$ cat src/efp_pkg.sv
// ----------------------------------------------------------------------------
// EEG frame parser package
// Shared widths, frame offsets, header bytes, register indexes, controller
// states and the command and status structs between controller and datapath.
// ----------------------------------------------------------------------------
package efp_pkg;

  localparam int unsigned BYTE_W    = 8;
  localparam int unsigned POS_W     = 8;
  localparam int unsigned SAMPLE_W  = 24;
  localparam int unsigned GAIN_W    = 8;
  localparam int unsigned CFG_IDX_W = 1;

  // Full scale in microvolts; the scaled magnitude also fits this width.
  localparam int unsigned SCALE_W = 23;
  localparam int unsigned PROD_W  = SAMPLE_W + SCALE_W;
  localparam logic [SCALE_W-1:0] UV_FULL_SCALE = 23'd4500000;
  localparam int unsigned DIV_CNT_W = $clog2(SCALE_W);

  localparam logic [GAIN_W-1:0] GAIN_RESET = 8'd12;
  localparam logic [GAIN_W-1:0] GAIN_MIN   = 8'd1;

  localparam logic [CFG_IDX_W-1:0] CFG_FIRST_GAIN  = 1'b0;
  localparam logic [CFG_IDX_W-1:0] CFG_SECOND_GAIN = 1'b1;

  localparam int unsigned HDR_LEN = 4;
  localparam logic [BYTE_W-1:0] HDR_BYTES [HDR_LEN] = '{8'h41, 8'h49, 8'h52, 8'h90};

  localparam logic [POS_W-1:0] POS_HDR_END   = 8'd4;
  localparam logic [POS_W-1:0] POS_CMD_LO    = 8'd4;
  localparam logic [POS_W-1:0] POS_CMD_HI    = 8'd5;
  localparam logic [POS_W-1:0] POS_LEN_LO    = 8'd6;
  localparam logic [POS_W-1:0] POS_LEN_HI    = 8'd7;
  localparam logic [POS_W-1:0] POS_ORD_HI    = 8'd8;
  localparam logic [POS_W-1:0] POS_ORD_MID   = 8'd9;
  localparam logic [POS_W-1:0] POS_ORD_LO    = 8'd10;
  localparam logic [POS_W-1:0] POS_BAT_LO    = 8'd11;
  localparam logic [POS_W-1:0] POS_BAT_HI    = 8'd12;
  localparam logic [POS_W-1:0] POS_EEG_FIRST = 8'd73;
  localparam logic [POS_W-1:0] POS_EEG_LAST  = 8'd142;
  localparam logic [POS_W-1:0] POS_OFF       = 8'd143;
  localparam logic [POS_W-1:0] POS_GRAV_LO   = 8'd160;
  localparam logic [POS_W-1:0] POS_GRAV_MID  = 8'd161;
  localparam logic [POS_W-1:0] POS_GRAV_HI   = 8'd162;
  localparam logic [POS_W-1:0] POS_CHK_LO    = 8'd185;
  localparam logic [POS_W-1:0] POS_CHK_HI    = 8'd186;
  localparam logic [POS_W-1:0] POS_MIN_OK    = 8'd7;
  localparam logic [POS_W-1:0] POS_MAX       = 8'd255;

  localparam int unsigned WIN_BYTES = 6;
  localparam logic [2:0] WIN_EVENT_SLOT = 3'd6;

  typedef enum logic [2:0] {
    ST_IDLE,
    ST_MUL1,
    ST_DIV1,
    ST_MUL2,
    ST_DIV2,
    ST_SAMPLE,
    ST_SUMMARY
  } efp_state_t;

  typedef struct packed {
    logic in_ready;
    logic start_first;
    logic start_second;
    logic store_first;
    logic store_second;
    logic load_sample;
    logic load_summary;
  } efp_cmd_t;

  typedef struct packed {
    logic byte_valid;
    logic byte_last;
    logic byte_sample;
    logic div_done;
    logic out_free;
  } efp_stat_t;

endpackage

$ cat src/efp_in_if.sv
// ----------------------------------------------------------------------------
// EEG frame parser input channel
// Valid/ready channel carrying one frame byte and its last-byte mark.
// ----------------------------------------------------------------------------
interface efp_in_if;
  logic       valid;
  logic       ready;
  logic [7:0] data_byte;
  logic       last_byte;

  modport source (output valid, output data_byte, output last_byte, input ready);
  modport sink   (input valid, input data_byte, input last_byte, output ready);
endinterface

$ cat src/efp_out_if.sv
// ----------------------------------------------------------------------------
// EEG frame parser result channel
// Valid/ready channel carrying one sample record or one frame summary.
// ----------------------------------------------------------------------------
interface efp_out_if;
  logic               valid;
  logic               ready;
  logic               record_kind;
  logic signed [23:0] first_uv;
  logic signed [23:0] second_uv;
  logic [7:0]         event_mark;
  logic [15:0]        command_word;
  logic [15:0]        length_word;
  logic [23:0]        order_number;
  logic [15:0]        battery_level;
  logic               electrode_off;
  logic [23:0]        gravity_value;
  logic [15:0]        check_word;
  logic               frame_ok;

  modport source (
    output valid, output record_kind, output first_uv, output second_uv,
    output event_mark, output command_word, output length_word,
    output order_number, output battery_level, output electrode_off,
    output gravity_value, output check_word, output frame_ok, input ready
  );
  modport sink (
    input valid, input record_kind, input first_uv, input second_uv,
    input event_mark, input command_word, input length_word,
    input order_number, input battery_level, input electrode_off,
    input gravity_value, input check_word, input frame_ok, output ready
  );
endinterface

$ cat src/eeg_frame_parser.sv
// ----------------------------------------------------------------------------
// EEG frame parser
// Parses a byte-serial EEG frame into scaled sample records and a summary.
// ----------------------------------------------------------------------------
// Usage: frame bytes enter on in_chan, one beat per byte, with last_byte set on
// the final byte of the frame. Each completed seven-byte EEG window after a
// good header yields one sample record on out_chan; the last byte yields one
// frame summary record. Gains are written on the cfg port while the block is
// idle; a gain of zero acts as one.
// Throughput: bytes that cause no record are taken one per cycle. The seventh
// byte of a window starts both channel scalings, which run in turn through one
// shared restoring divider that settles one quotient bit per cycle (23 bits
// per channel). No further byte is taken until that sample record has entered
// the output register, nor after the last byte until its summary has.
// Reset: synchronous, active low; it clears the frame state and the output
// valid flag and loads both gains with 12.
// Stall: results sit in an output register. Bytes that cause no record keep
// flowing while a record waits there; a byte that causes a record is accepted
// and its record waits inside until the output register frees up.
// ----------------------------------------------------------------------------
module eeg_frame_parser
  import efp_pkg::*;
(
  input  logic                 clk,
  input  logic                 rst_n,
  input  logic                 cfg_we,
  input  logic [CFG_IDX_W-1:0] cfg_index,
  input  logic [GAIN_W-1:0]    cfg_wdata,
  efp_in_if.sink               in_chan,
  efp_out_if.source            out_chan
);

  // The controller only sees status and only drives commands; all data stays
  // in the datapath.
  efp_cmd_t  cmd;
  efp_stat_t stat;

  efp_ctrl u_ctrl (
    .clk   (clk),
    .rst_n (rst_n),
    .stat  (stat),
    .cmd   (cmd)
  );

  efp_datapath u_dp (
    .clk       (clk),
    .rst_n     (rst_n),
    .cfg_we    (cfg_we),
    .cfg_index (cfg_index),
    .cfg_wdata (cfg_wdata),
    .cmd       (cmd),
    .stat      (stat),
    .in_chan   (in_chan),
    .out_chan  (out_chan)
  );

endmodule

$ cat src/efp_divider.sv
// ----------------------------------------------------------------------------
// EEG frame parser divider
// Restoring divider, one quotient bit per cycle, shared by both channels.
// ----------------------------------------------------------------------------
module efp_divider
  import efp_pkg::*;
(
  input  logic               clk,
  input  logic               rst_n,
  input  logic               start,
  input  logic [SCALE_W-1:0] dividend,
  input  logic [GAIN_W-1:0]  divisor,
  output logic               done,
  output logic [SCALE_W-1:0] quotient
);

  localparam logic [DIV_CNT_W-1:0] LAST_STEP = DIV_CNT_W'(SCALE_W - 1);

  logic                 busy_r;
  logic                 done_r;
  logic [DIV_CNT_W-1:0] cnt_r;
  logic [SCALE_W-1:0]   quo_r;
  logic [GAIN_W-1:0]    rem_r;
  logic [GAIN_W-1:0]    dvs_r;
  logic [GAIN_W:0]      trial;
  logic [GAIN_W:0]      diff;
  logic                 fits;

  always_comb begin
    trial = {rem_r, quo_r[SCALE_W-1]};
    diff  = trial - {1'b0, dvs_r};
    fits  = (trial >= {1'b0, dvs_r});
  end

  always_ff @(posedge clk) begin
    if (!rst_n) begin
      busy_r <= 1'b0;
      done_r <= 1'b0;
      cnt_r  <= '0;
    end else begin
      done_r <= 1'b0;
      if (start) begin
        busy_r <= 1'b1;
        cnt_r  <= '0;
      end else if (busy_r) begin
        cnt_r <= cnt_r + 1'b1;
        if (cnt_r == LAST_STEP) begin
          busy_r <= 1'b0;
          done_r <= 1'b1;
        end
      end
    end
  end

  always_ff @(posedge clk) begin
    if (start) begin
      quo_r <= dividend;
      rem_r <= '0;
      dvs_r <= divisor;
    end else if (busy_r) begin
      rem_r <= fits ? diff[GAIN_W-1:0] : trial[GAIN_W-1:0];
      quo_r <= {quo_r[SCALE_W-2:0], fits};
    end
  end

  assign done     = done_r;
  assign quotient = quo_r;

endmodule

$ cat src/efp_datapath.sv
// ----------------------------------------------------------------------------
// EEG frame parser datapath
// Byte position, header check, field capture, window store, scaling
// multiplier with shared divider, gain registers and the output register.
// ----------------------------------------------------------------------------
module efp_datapath
  import efp_pkg::*;
(
  input  logic                 clk,
  input  logic                 rst_n,
  input  logic                 cfg_we,
  input  logic [CFG_IDX_W-1:0] cfg_index,
  input  logic [GAIN_W-1:0]    cfg_wdata,
  input  efp_cmd_t             cmd,
  output efp_stat_t            stat,
  efp_in_if.sink               in_chan,
  efp_out_if.source            out_chan
);

  logic [POS_W-1:0]  pos_r;
  logic              hdr_good_r;
  logic [2:0]        slot_r;
  logic [BYTE_W-1:0] win_r [WIN_BYTES];
  logic [15:0]       cmd_word_r;
  logic [15:0]       len_word_r;
  logic [23:0]       order_r;
  logic [15:0]       battery_r;
  logic              off_r;
  logic [23:0]       gravity_r;
  logic [15:0]       check_r;
  logic [BYTE_W-1:0] event_r;
  logic              sum_ok_r;
  logic              sum_chk_r;
  logic [GAIN_W-1:0] gain1_r;
  logic [GAIN_W-1:0] gain2_r;
  logic              neg_r;
  logic signed [SAMPLE_W-1:0] uv1_r;

  logic                out_valid_r;
  logic                out_kind_r;
  logic signed [23:0]  out_uv1_r;
  logic signed [23:0]  out_uv2_r;
  logic [7:0]          out_event_r;
  logic [15:0]         out_cmd_r;
  logic [15:0]         out_len_r;
  logic [23:0]         out_order_r;
  logic [15:0]         out_bat_r;
  logic                out_off_r;
  logic [23:0]         out_grav_r;
  logic [15:0]         out_chk_r;
  logic                out_ok_r;

  logic                accept;
  logic [BYTE_W-1:0]   b;
  logic                hdr_good_nxt;
  logic                in_eeg;
  logic [SAMPLE_W-1:0] raw;
  logic                raw_neg;
  logic [SAMPLE_W-1:0] mag;
  logic [PROD_W-1:0]   prod;
  logic [GAIN_W-1:0]   gain_sel;
  logic [GAIN_W-1:0]   divisor;
  logic                div_start;
  logic                div_done;
  logic [SCALE_W-1:0]  quotient;
  logic signed [SAMPLE_W-1:0] uv_signed;

  assign accept = in_chan.valid && cmd.in_ready;
  assign b      = in_chan.data_byte;

  always_comb begin
    hdr_good_nxt = hdr_good_r;
    if (pos_r < POS_HDR_END && b != HDR_BYTES[pos_r[1:0]]) begin
      hdr_good_nxt = 1'b0;
    end
    in_eeg = pos_r inside {[POS_EEG_FIRST:POS_EEG_LAST]};
  end

  assign in_chan.ready = cmd.in_ready;

  assign stat.byte_valid  = in_chan.valid;
  assign stat.byte_last   = in_chan.last_byte;
  assign stat.byte_sample = in_eeg && (slot_r == WIN_EVENT_SLOT) && hdr_good_r &&
                            !in_chan.last_byte;
  assign stat.div_done    = div_done;
  assign stat.out_free    = !out_valid_r || out_chan.ready;

  // Frame state; cleared at reset and when the summary leaves for the output.
  always_ff @(posedge clk) begin
    if (!rst_n || cmd.load_summary) begin
      pos_r      <= '0;
      hdr_good_r <= 1'b1;
      slot_r     <= '0;
      for (int i = 0; i < WIN_BYTES; i++) win_r[i] <= '0;
      cmd_word_r <= '0;
      len_word_r <= '0;
      order_r    <= '0;
      battery_r  <= '0;
      off_r      <= 1'b0;
      gravity_r  <= '0;
      check_r    <= '0;
      sum_ok_r   <= 1'b0;
      sum_chk_r  <= 1'b0;
    end else if (accept) begin
      hdr_good_r <= hdr_good_nxt;
      case (pos_r)
        POS_CMD_LO:   cmd_word_r[7:0]   <= b;
        POS_CMD_HI:   cmd_word_r[15:8]  <= b;
        POS_LEN_LO:   len_word_r[7:0]   <= b;
        POS_LEN_HI:   len_word_r[15:8]  <= b;
        POS_ORD_HI:   order_r[23:16]    <= b;
        POS_ORD_MID:  order_r[15:8]     <= b;
        POS_ORD_LO:   order_r[7:0]      <= b;
        POS_BAT_LO:   battery_r[7:0]    <= b;
        POS_BAT_HI:   battery_r[15:8]   <= b;
        POS_OFF:      off_r             <= (b != '0);
        POS_GRAV_LO:  gravity_r[7:0]    <= b;
        POS_GRAV_MID: gravity_r[15:8]   <= b;
        POS_GRAV_HI:  gravity_r[23:16]  <= b;
        POS_CHK_LO:   check_r[7:0]      <= b;
        POS_CHK_HI:   check_r[15:8]     <= b;
        default: ;
      endcase
      if (in_eeg) begin
        if (slot_r != WIN_EVENT_SLOT) begin
          win_r[slot_r] <= b;
          slot_r        <= slot_r + 1'b1;
        end else begin
          slot_r <= '0;
        end
      end
      if (in_chan.last_byte) begin
        sum_ok_r  <= hdr_good_nxt && (pos_r >= POS_MIN_OK);
        sum_chk_r <= (pos_r >= POS_CHK_HI);
      end else if (pos_r != POS_MAX) begin
        pos_r <= pos_r + 1'b1;
      end
    end
  end

  always_ff @(posedge clk) begin
    if (accept) event_r <= b;
  end

  always_ff @(posedge clk) begin
    if (!rst_n) begin
      gain1_r <= GAIN_RESET;
      gain2_r <= GAIN_RESET;
    end else if (cfg_we) begin
      case (cfg_index)
        CFG_FIRST_GAIN:  gain1_r <= cfg_wdata;
        CFG_SECOND_GAIN: gain2_r <= cfg_wdata;
        default: ;
      endcase
    end
  end

  // Scaling: |raw| * full scale, drop 23 bits, then divide by the gain.
  // Truncating the magnitude and restoring the sign rounds toward zero.
  always_comb begin
    if (cmd.start_second) begin
      raw      = {win_r[5], win_r[4], win_r[3]};
      gain_sel = gain2_r;
    end else begin
      raw      = {win_r[2], win_r[1], win_r[0]};
      gain_sel = gain1_r;
    end
    raw_neg = raw[SAMPLE_W-1];
    mag     = raw_neg ? (~raw + 1'b1) : raw;
    prod    = PROD_W'(mag) * PROD_W'(UV_FULL_SCALE);
    divisor = (gain_sel == '0) ? GAIN_MIN : gain_sel;
  end

  assign div_start = cmd.start_first || cmd.start_second;

  efp_divider u_div (
    .clk      (clk),
    .rst_n    (rst_n),
    .start    (div_start),
    .dividend (prod[PROD_W-2 -: SCALE_W]),
    .divisor  (divisor),
    .done     (div_done),
    .quotient (quotient)
  );

  always_comb begin
    if (neg_r) uv_signed = -$signed({1'b0, quotient});
    else       uv_signed = $signed({1'b0, quotient});
  end

  always_ff @(posedge clk) begin
    if (div_start) neg_r <= raw_neg;
    if (cmd.store_first) uv1_r <= uv_signed;
  end

  always_ff @(posedge clk) begin
    if (!rst_n) begin
      out_valid_r <= 1'b0;
    end else if (cmd.load_sample || cmd.load_summary) begin
      out_valid_r <= 1'b1;
    end else if (out_chan.ready) begin
      out_valid_r <= 1'b0;
    end
  end

  always_ff @(posedge clk) begin
    if (cmd.load_sample) begin
      out_kind_r  <= 1'b0;
      out_uv1_r   <= uv1_r;
      out_uv2_r   <= uv_signed;
      out_event_r <= event_r;
      out_cmd_r   <= '0;
      out_len_r   <= '0;
      out_order_r <= '0;
      out_bat_r   <= '0;
      out_off_r   <= 1'b0;
      out_grav_r  <= '0;
      out_chk_r   <= '0;
      out_ok_r    <= 1'b0;
    end else if (cmd.load_summary) begin
      out_kind_r  <= 1'b1;
      out_uv1_r   <= '0;
      out_uv2_r   <= '0;
      out_event_r <= '0;
      out_cmd_r   <= sum_ok_r ? cmd_word_r : '0;
      out_len_r   <= sum_ok_r ? len_word_r : '0;
      out_order_r <= sum_ok_r ? order_r : '0;
      out_bat_r   <= sum_ok_r ? battery_r : '0;
      out_off_r   <= sum_ok_r && off_r;
      out_grav_r  <= sum_ok_r ? gravity_r : '0;
      out_chk_r   <= (sum_ok_r && sum_chk_r) ? check_r : '0;
      out_ok_r    <= sum_ok_r;
    end
  end

  assign out_chan.valid         = out_valid_r;
  assign out_chan.record_kind   = out_kind_r;
  assign out_chan.first_uv      = out_uv1_r;
  assign out_chan.second_uv     = out_uv2_r;
  assign out_chan.event_mark    = out_event_r;
  assign out_chan.command_word  = out_cmd_r;
  assign out_chan.length_word   = out_len_r;
  assign out_chan.order_number  = out_order_r;
  assign out_chan.battery_level = out_bat_r;
  assign out_chan.electrode_off = out_off_r;
  assign out_chan.gravity_value = out_grav_r;
  assign out_chan.check_word    = out_chk_r;
  assign out_chan.frame_ok      = out_ok_r;

endmodule

$ cat src/efp_ctrl.sv
// ----------------------------------------------------------------------------
// EEG frame parser controller
// Sequences byte intake, the two channel divisions and the record loads.
// ----------------------------------------------------------------------------
module efp_ctrl
  import efp_pkg::*;
(
  input  logic      clk,
  input  logic      rst_n,
  input  efp_stat_t stat,
  output efp_cmd_t  cmd
);

  efp_state_t state_r;
  efp_state_t state_nxt;

  always_ff @(posedge clk) begin
    if (!rst_n) state_r <= ST_IDLE;
    else        state_r <= state_nxt;
  end

  always_comb begin
    state_nxt = state_r;
    cmd       = '0;
    case (state_r)
      ST_IDLE: begin
        cmd.in_ready = 1'b1;
        if (stat.byte_valid) begin
          if (stat.byte_last)        state_nxt = ST_SUMMARY;
          else if (stat.byte_sample) state_nxt = ST_MUL1;
        end
      end
      ST_MUL1: begin
        cmd.start_first = 1'b1;
        state_nxt       = ST_DIV1;
      end
      ST_DIV1: begin
        if (stat.div_done) begin
          cmd.store_first = 1'b1;
          state_nxt       = ST_MUL2;
        end
      end
      ST_MUL2: begin
        cmd.start_second = 1'b1;
        state_nxt        = ST_DIV2;
      end
      ST_DIV2: begin
        // The second quotient goes straight into the output register if it is free, else waits.
        if (stat.div_done) begin
          if (stat.out_free) begin
            cmd.load_sample = 1'b1;
            state_nxt       = ST_IDLE;
          end else begin
            cmd.store_second = 1'b1;
            state_nxt        = ST_SAMPLE;
          end
        end
      end
      ST_SAMPLE: begin
        if (stat.out_free) begin
          cmd.load_sample = 1'b1;
          state_nxt       = ST_IDLE;
        end
      end
      ST_SUMMARY: begin
        if (stat.out_free) begin
          cmd.load_summary = 1'b1;
          state_nxt        = ST_IDLE;
        end
      end
      default: state_nxt = ST_IDLE;
    endcase
  end

endmodule

$ cat src/flat_wrapper.sv
// flat-port wrapper written by rule: the top's interface ports become plain ports
module eeg_frame_parser_flat import efp_pkg::*;
  (clk, rst_n, cfg_we, cfg_index, cfg_wdata, in_chan_valid, in_chan_data_byte, in_chan_last_byte, in_chan_ready, out_chan_valid, out_chan_record_kind, out_chan_first_uv, out_chan_second_uv, out_chan_event_mark, out_chan_command_word, out_chan_length_word, out_chan_order_number, out_chan_battery_level, out_chan_electrode_off, out_chan_gravity_value, out_chan_check_word, out_chan_frame_ok, out_chan_ready);
  efp_in_if in_chan_i ();
  efp_out_if out_chan_i ();
  input  logic clk;
  input  logic rst_n;
  input  logic cfg_we;
  input  logic [CFG_IDX_W-1:0] cfg_index;
  input  logic [GAIN_W-1:0] cfg_wdata;
  input wire logic [$bits(in_chan_i.valid)-1:0] in_chan_valid;
  input wire logic [$bits(in_chan_i.data_byte)-1:0] in_chan_data_byte;
  input wire logic [$bits(in_chan_i.last_byte)-1:0] in_chan_last_byte;
  output wire logic [$bits(in_chan_i.ready)-1:0] in_chan_ready;
  output wire logic [$bits(out_chan_i.valid)-1:0] out_chan_valid;
  output wire logic [$bits(out_chan_i.record_kind)-1:0] out_chan_record_kind;
  output wire logic [$bits(out_chan_i.first_uv)-1:0] out_chan_first_uv;
  output wire logic [$bits(out_chan_i.second_uv)-1:0] out_chan_second_uv;
  output wire logic [$bits(out_chan_i.event_mark)-1:0] out_chan_event_mark;
  output wire logic [$bits(out_chan_i.command_word)-1:0] out_chan_command_word;
  output wire logic [$bits(out_chan_i.length_word)-1:0] out_chan_length_word;
  output wire logic [$bits(out_chan_i.order_number)-1:0] out_chan_order_number;
  output wire logic [$bits(out_chan_i.battery_level)-1:0] out_chan_battery_level;
  output wire logic [$bits(out_chan_i.electrode_off)-1:0] out_chan_electrode_off;
  output wire logic [$bits(out_chan_i.gravity_value)-1:0] out_chan_gravity_value;
  output wire logic [$bits(out_chan_i.check_word)-1:0] out_chan_check_word;
  output wire logic [$bits(out_chan_i.frame_ok)-1:0] out_chan_frame_ok;
  input wire logic [$bits(out_chan_i.ready)-1:0] out_chan_ready;
  assign in_chan_i.valid = in_chan_valid;
  assign in_chan_i.data_byte = in_chan_data_byte;
  assign in_chan_i.last_byte = in_chan_last_byte;
  assign in_chan_ready = in_chan_i.ready;
  assign out_chan_valid = out_chan_i.valid;
  assign out_chan_record_kind = out_chan_i.record_kind;
  assign out_chan_first_uv = out_chan_i.first_uv;
  assign out_chan_second_uv = out_chan_i.second_uv;
  assign out_chan_event_mark = out_chan_i.event_mark;
  assign out_chan_command_word = out_chan_i.command_word;
  assign out_chan_length_word = out_chan_i.length_word;
  assign out_chan_order_number = out_chan_i.order_number;
  assign out_chan_battery_level = out_chan_i.battery_level;
  assign out_chan_electrode_off = out_chan_i.electrode_off;
  assign out_chan_gravity_value = out_chan_i.gravity_value;
  assign out_chan_check_word = out_chan_i.check_word;
  assign out_chan_frame_ok = out_chan_i.frame_ok;
  assign out_chan_i.ready = out_chan_ready;
  eeg_frame_parser u_core (.clk(clk), .rst_n(rst_n), .cfg_we(cfg_we), .cfg_index(cfg_index), .cfg_wdata(cfg_wdata), .in_chan(in_chan_i), .out_chan(out_chan_i));
endmodule
$ cat config.mk
export PLATFORM = sky130hd
export DESIGN_NAME = eeg_frame_parser_flat
export DESIGN_NICKNAME = d
export VERILOG_FILES = /design/src/efp_pkg.sv /design/src/efp_in_if.sv /design/src/efp_out_if.sv /design/src/eeg_frame_parser.sv /design/src/efp_divider.sv /design/src/efp_datapath.sv /design/src/efp_ctrl.sv /design/src/flat_wrapper.sv
export SDC_FILE = /design/constraint.sdc
export NUM_CORES = 1
export LEC_CHECK = 0
export BUFFER_PORTS_ARGS = -buffer_cell sky130_fd_sc_hd__buf_2
export CORE_MARGIN = 2
export CORE_UTILIZATION = 50
export CTS_BUF_LIST = sky130_fd_sc_hd__clkbuf_16
export CTS_CLUSTER_SIZE = 40
export DETAILED_ROUTE_END_ITERATION = 7
export PLACE_DENSITY_LB_ADDON = 0.08
export SYNTH_ARGS = -nofsm -noshare
export SYNTH_HDL_FRONTEND = slang
export SYNTH_HIERARCHICAL = 1
export SYNTH_SLANG_ARGS = --single-unit
$ cat constraint.sdc
create_clock -name clk -period 13.36 [get_ports clk]
set_input_delay 2.004 -clock clk [delete_from_list [all_inputs] [get_ports clk]]
set_output_delay 2.004 -clock clk [all_outputs]
set_load 0.05 [all_outputs]
# Yosys cells after proc, flatten, opt, wreduce, memory -nomap -nowiden
# Memory sizes are Yosys's and may differ from the RTL's.
# Cells that the tools add are included.
[classes]
reduce_logical = 47
n_div = 0
add_sub_neg = 6
order_cmp = 7
mul = 1
n_eq_ne = 31
n_bitwise = 6
n_mux = 56
shift = 0
[op_table]
columns = ["cell", "count"]
rows = [
  ["24-bit 2-to-1 mux", 8],
  ["16-bit 2-to-1 mux", 4],
  ["8-bit 2-to-1 mux", 7],
  ["8-bit equality test, second input constant", 6],
  ["23-bit 2-to-1 mux", 2],
  ["24-bit by 18-bit multiplier with 41-bit output, second input constant", 1],
  ["8-bit by 4-bit equality test with 1-bit output, second input constant", 5],
  ["2-bit AND reduction", 19],
  ["8-bit by 3-bit equality test with 1-bit output, second input constant", 4],
  ["3-bit 2-to-1 mux", 9],
  ["24-bit by 1-bit adder with 24-bit output, second input constant", 1],
  ["23-bit negation with 24-bit output", 1],
  ["24-bit NOT", 1],
  ["1-bit 2-to-1 mux", 23],
  ["3-bit one-hot mux with 6 select lines", 1],
  ["8-bit binary-select mux with 2-bit select", 1],
  ["3-bit equality test, second input constant", 4],
  ["9-bit by 8-bit greater-or-equal comparator with 1-bit output", 1],
  ["1-bit logical AND", 9],
  ["8-bit by 1-bit adder with 8-bit output, second input constant", 1],
  ["8-bit by 3-bit greater-or-equal comparator with 1-bit output, second input constant", 1],
  ["8-bit by 7-bit greater-or-equal comparator with 1-bit output, second input constant", 1],
  ["8-bit greater-or-equal comparator, second input constant", 1],
  ["8-bit <= comparator, second input constant", 1],
  ["other kinds (28)", 42],
]
[word_totals]
mem_count = 1
rom_bits = 0
output_inout_bits = 173
elab_cells = 200
mem_bits_rw = 48
latchBits = 0
register_bits = 397
[mem_list]
columns = ["name", "words", "word_bits", "rd", "rd_ports_with_merged_regs", "wr", "line", "source"]
rows = [
  ["u_core.u_dp.win_r", 6, 8, 6, 0, 6, "efp_datapath.sv:23", "logic [BYTE_W-1:0] win_r [WIN_BYTES];"],
]

# Depth between registers and ports, before layout
[depth]
word_depth = 9
mapped_depth = 35
depth_no_buf = 31

# Cells and area by module
# The synthesis kept the hierarchy.
[by_module_without_submodules]
columns = ["module", "instances", "cells_each", "area_per_inst_um2", "seq_area_each_um2"]
rows = [
  ["efp_datapath", 1, 1954, 21146.5, 9298.9],
  ["efp_divider", 1, 180, 2243.4, 1231.2],
  ["efp_ctrl", 1, 39, 281.5, 60.1],
]

# Least setup slack after synthesis
# OpenSTA, ideal clock, no wires.
[synth_path]
path_kind = "register to register"
startpoint = "register u_core.u_ctrl.state_r[0]"
endpoint = "register u_core.u_dp.u_div.quo_r[19] (netlist: u_core/u_dp/u_div/quotient[19]) (data pin)"
stages_incl_launch_ff = 32
synth_period_minus_slack_ps = 8235
setup_slack_ps = 5125
t_arrival_ps = 7976
setup_time_ps = 260
cell_sequence = "dfxtp_1 -> buf_6 -> or2b_1 -> nor2_1 -> buf_2 -> buf_2 -> buf_2 -> buf_1 -> clkbuf_1 -> mux2i_1 -> xor2_1 -> inv_1 -> ha_1 -> inv_1 -> fa_1 -> inv_1 -> ha_1 -> fa_1 -> fa_1 -> inv_1 -> fa_1 -> inv_1 -> ha_1 -> and3_1 -> nand3_1 -> or3_1 -> or4b_2 -> a31oi_1 -> o21a_1 -> nor2_1 -> xnor2_1 -> mux2_2"
[synth_lines]
columns = ["item", "line", "source"]
rows = [
  ["from (decl)", "efp_ctrl.sv:14", "efp_state_t state_r;"],
  ["from (signal assigned)", "efp_ctrl.sv:19", "else state_r <= state_nxt;"],
  ["to (signal assigned)", "efp_divider.sv:57", "quo_r <= dividend;"],
  ["to (signal assigned)", "efp_divider.sv:62", "quo_r <= {quo_r[SCALE_W-2:0], fits};"],
  ["to (decl)", "efp_divider.sv:22", "logic [SCALE_W-1:0] quo_r;"],
]

==> summary.log <==
INFO  timing         finalHoldViolations=0
INFO  timing         setup_violations=0
INFO  worst_hold_path holdCritPathClass=reg2reg
INFO  routing        routed_wirelength=54500um
INFO  placed_design  port_buffers=195
INFO  cells_and_area post_layout_instance_area=26500um^2
INFO  cells_and_area drive_gt1_share=13.9%
INFO  yosys          syn_nets=2475
INFO  clock_tree     cts-root-buf=sky130_fd_sc_hd__clkbuf_16
INFO  setup_path     worst-endpoint-required=13800ps
INFO  clock_tree     tritoncts.num_buffers=48
INFO  timing         layout_min_cycle_time=9330ps
INFO  setup_path     critical_path.slowest_cell=sky130_fd_sc_hd__xnor2_1
INFO  status         outcome=complete, but fails checks
INFO  setup_path     crit_end=u_core/u_dp/u_div/quotient[21]
INFO  clock_tree     numClockSinks=445
INFO  routing        routed_via_density=5.37
INFO  placed_design  detailedPlacementHpwl=38600um
INFO  yosys          ys.warnings.count=6
INFO  global_route   first_pass_grt_wire_length=87900um
INFO  setup_path     timing.reg2reg.worst_path_depth=30
INFO  timing         post-route-period-util=69.8%
INFO  global_route   grt_max_degree=81
INFO  global_route   grt_pass1_vias=16364
INFO  setup_path     cp.arrival=9770ps
INFO  clock_tree     cts_max_level=2
INFO  setup_path     cp-end-kind=register
INFO  routing        detailedRoute.firstPassIterationCount=8
INFO  setup_path     setup.worst_path.class=reg2reg
INFO  setup_path     critical_path_stages=30
INFO  timing         timing.clock.skew=19.0ps
INFO  cells_and_area finalNonFillerCells=2972
INFO  floorplan      num_io_pins=196
INFO  clock_tree     cts_tree=built
INFO  setup_path     max_stage_delay=730ps
INFO  timing         final.setup.worst_slack=4030ps
INFO  flow_run       timing.max_cap.violations=0
INFO  yosys          syn-instance-count=2172
INFO  setup_path     crit_buf_inv=5
INFO  floorplan      fp.dieH=222um
INFO  cells_and_area nNetsFinal=2631
INFO  setup_path     cp_top_family=adder cells
INFO  floorplan      initial_core_util=50.7%
INFO  clock_tree     cts_repair_resize_count=0
INFO  worst_hold_path hold_path.startpoint=u_core/u_dp/sum_ok_r
INFO  setup_path     worst_setup_path_start_kind=register
INFO  status         failed_checks=DRC
INFO  global_route   grt_antenna_before_repair=1
INFO  routing        via_count=15948
INFO  setup_path     critical_path.max_fanout=57
INFO  placed_design  dpl_worst_slack=4030ps
INFO  routing        detail_route.wl_per_cell=18.3um
INFO  worst_hold_path worstHoldPathCells=2
INFO  routing        route.detailed.drc=10
INFO  placed_design  placedCellCount=2885
INFO  timing         slew_headroom=14.8%
INFO  setup_path     cp-startpoint=u_core/u_ctrl/state_r[0]
INFO  floorplan      die_width=222um
INFO  clock_tree     cts_setup_buffers=0
INFO  routing        drtAntennaViolNets=0
INFO  global_route   grt_remaining_overflow=0
INFO  global_route   global_route_usage_sum=22.3%
INFO  setup_path     worstReg2RegEnd=u_core/u_dp/u_div/quotient[21]
INFO  routing        drt_iter0_markers=826
INFO  cells_and_area antenna-diode-count=0
INFO  timing         grt_setup_unrepaired=false
INFO  floorplan      core=46700um^2
INFO  placed_design  globalplace.congestion=0.906
INFO  floorplan      dieArea=49100um^2
INFO  clock_tree     hold_fix_buffers_at_cts=0
INFO  clock_tree     clk_pin_slew=60ps
INFO  floorplan      floorplan.rows=79
INFO  yosys          syn_area=23700um^2
INFO  timing         final-max-slew-violation-count=0
INFO  yosys          syn-mean-instance-area=10.9um^2
INFO  placed_design  placed_cell_area=25100um^2
INFO  clock_tree     clock_tree.buffer_depth=3
INFO  timing         tightest_slew=1270ps
INFO  clock_tree     insertion_delay=580ps
INFO  setup_path     r2r_slack=4030ps
INFO  setup_path     reg_to_reg_start=u_core/u_ctrl/state_r[0]
INFO  timing         clock.fmax=107MHz
INFO  timing         timing.setup.tns=0ps
INFO  cells_and_area area_growth_syn_to_layout=12.2%
worst min-delay path, cell delays in order, from the launching register on:
cell and delay, ps:
sky130_fd_sc_hd__dfxtp_1 310, sky130_fd_sc_hd__nand2_1 50, sky130_fd_sc_hd__a21oi_1 50
cells in the final DEF, fill, tap and decap left out, drive strengths merged, types with 5 or more instances in the layout:
master  instances
o21ai          36
nor3b           7
clkinv         17
nor4           16
a211oi          6
mux2i         143
or2             8
nand2         106
xor2           38
a22o          115
or3             6
xnor2          53
nand2b         22
a21boi         15
and3            7
dfxtp         277
fa             89
o31ai          11
mux2           30
edfxtp        168
o21a            5
nor3           22
and2          112
a21o           16
a21oi          42
buf           206
inv           250
a31oi           7
clkbuf         50
nor2          183
nand4          15
nor2b           6
ha            191
nand3          30
how the worst min path moves through the flow:
stage,end,slack [ps]
2_1_floorplan,u_core/u_dp/hdr_good_r,430
3_3_place_gp,u_core/u_dp/out_chan.frame_ok,430
3_5_place_dp,u_core/u_dp/out_chan.frame_ok,440
4_1_cts,u_core/u_dp/out_chan.frame_ok,450
5_1_grt,u_core/u_dp/out_chan.frame_ok,460
6_report,u_core/u_dp/sum_ok_r,450
sequential cells by signal, indices dropped and copies added (netlist names), 23 cells and up:
register,flops
u_core/u_dp/gravity_r,24
u_core/u_dp/order_r,24
u_core/u_dp/out_chan.first_uv,24
u_core/u_dp/out_chan.gravity_value,24
u_core/u_dp/out_chan.order_number,24
u_core/u_dp/out_chan.second_uv,24
u_core/u_dp/u_div/quotient,23
u_core/u_dp/uv1_r,24
u_core/u_dp/win_r,48
cell type report:
class / instances / area, um^2
Timing Repair Buffer: 206 / 1060
Inverter: 232 / 871
Multi-Input combinational cell: 1395 / 11800
Sequential cell: 445 / 10600
Fill cell: 4049 / 20100
Clock buffer: 50 / 1250
Tap cell: 607 / 759
Clock inverter: 37 / 195
routing by layer:
| metal | track usage [%] | share of wire [%] | up-vias |
|---|---|---|---|
| met5 | 0 | 0.013 | - |
| met4 | 5.45 | 1.9 | 2 |
| met3 | 4.62 | 5.0 | 70 |
| met2 | 38.9 | 49 | 314 |
| met1 | 28.3 | 44 | 7757 |
| li1 | - | - | 7805 |
through the flow:
step | util [%] | hold slack (ps)
after CTS | 56.9 | 455
after global placement | 53.8 | 432
final | 56.9 | 454
after detailed placement | 53.8 | 439
after global routing | 56.9 | 464
after floorplan | - | 431
Power is left out: the tool's default activity adds up to more than one toggle a clock period on the data nets, which glitch-free logic cannot reach.
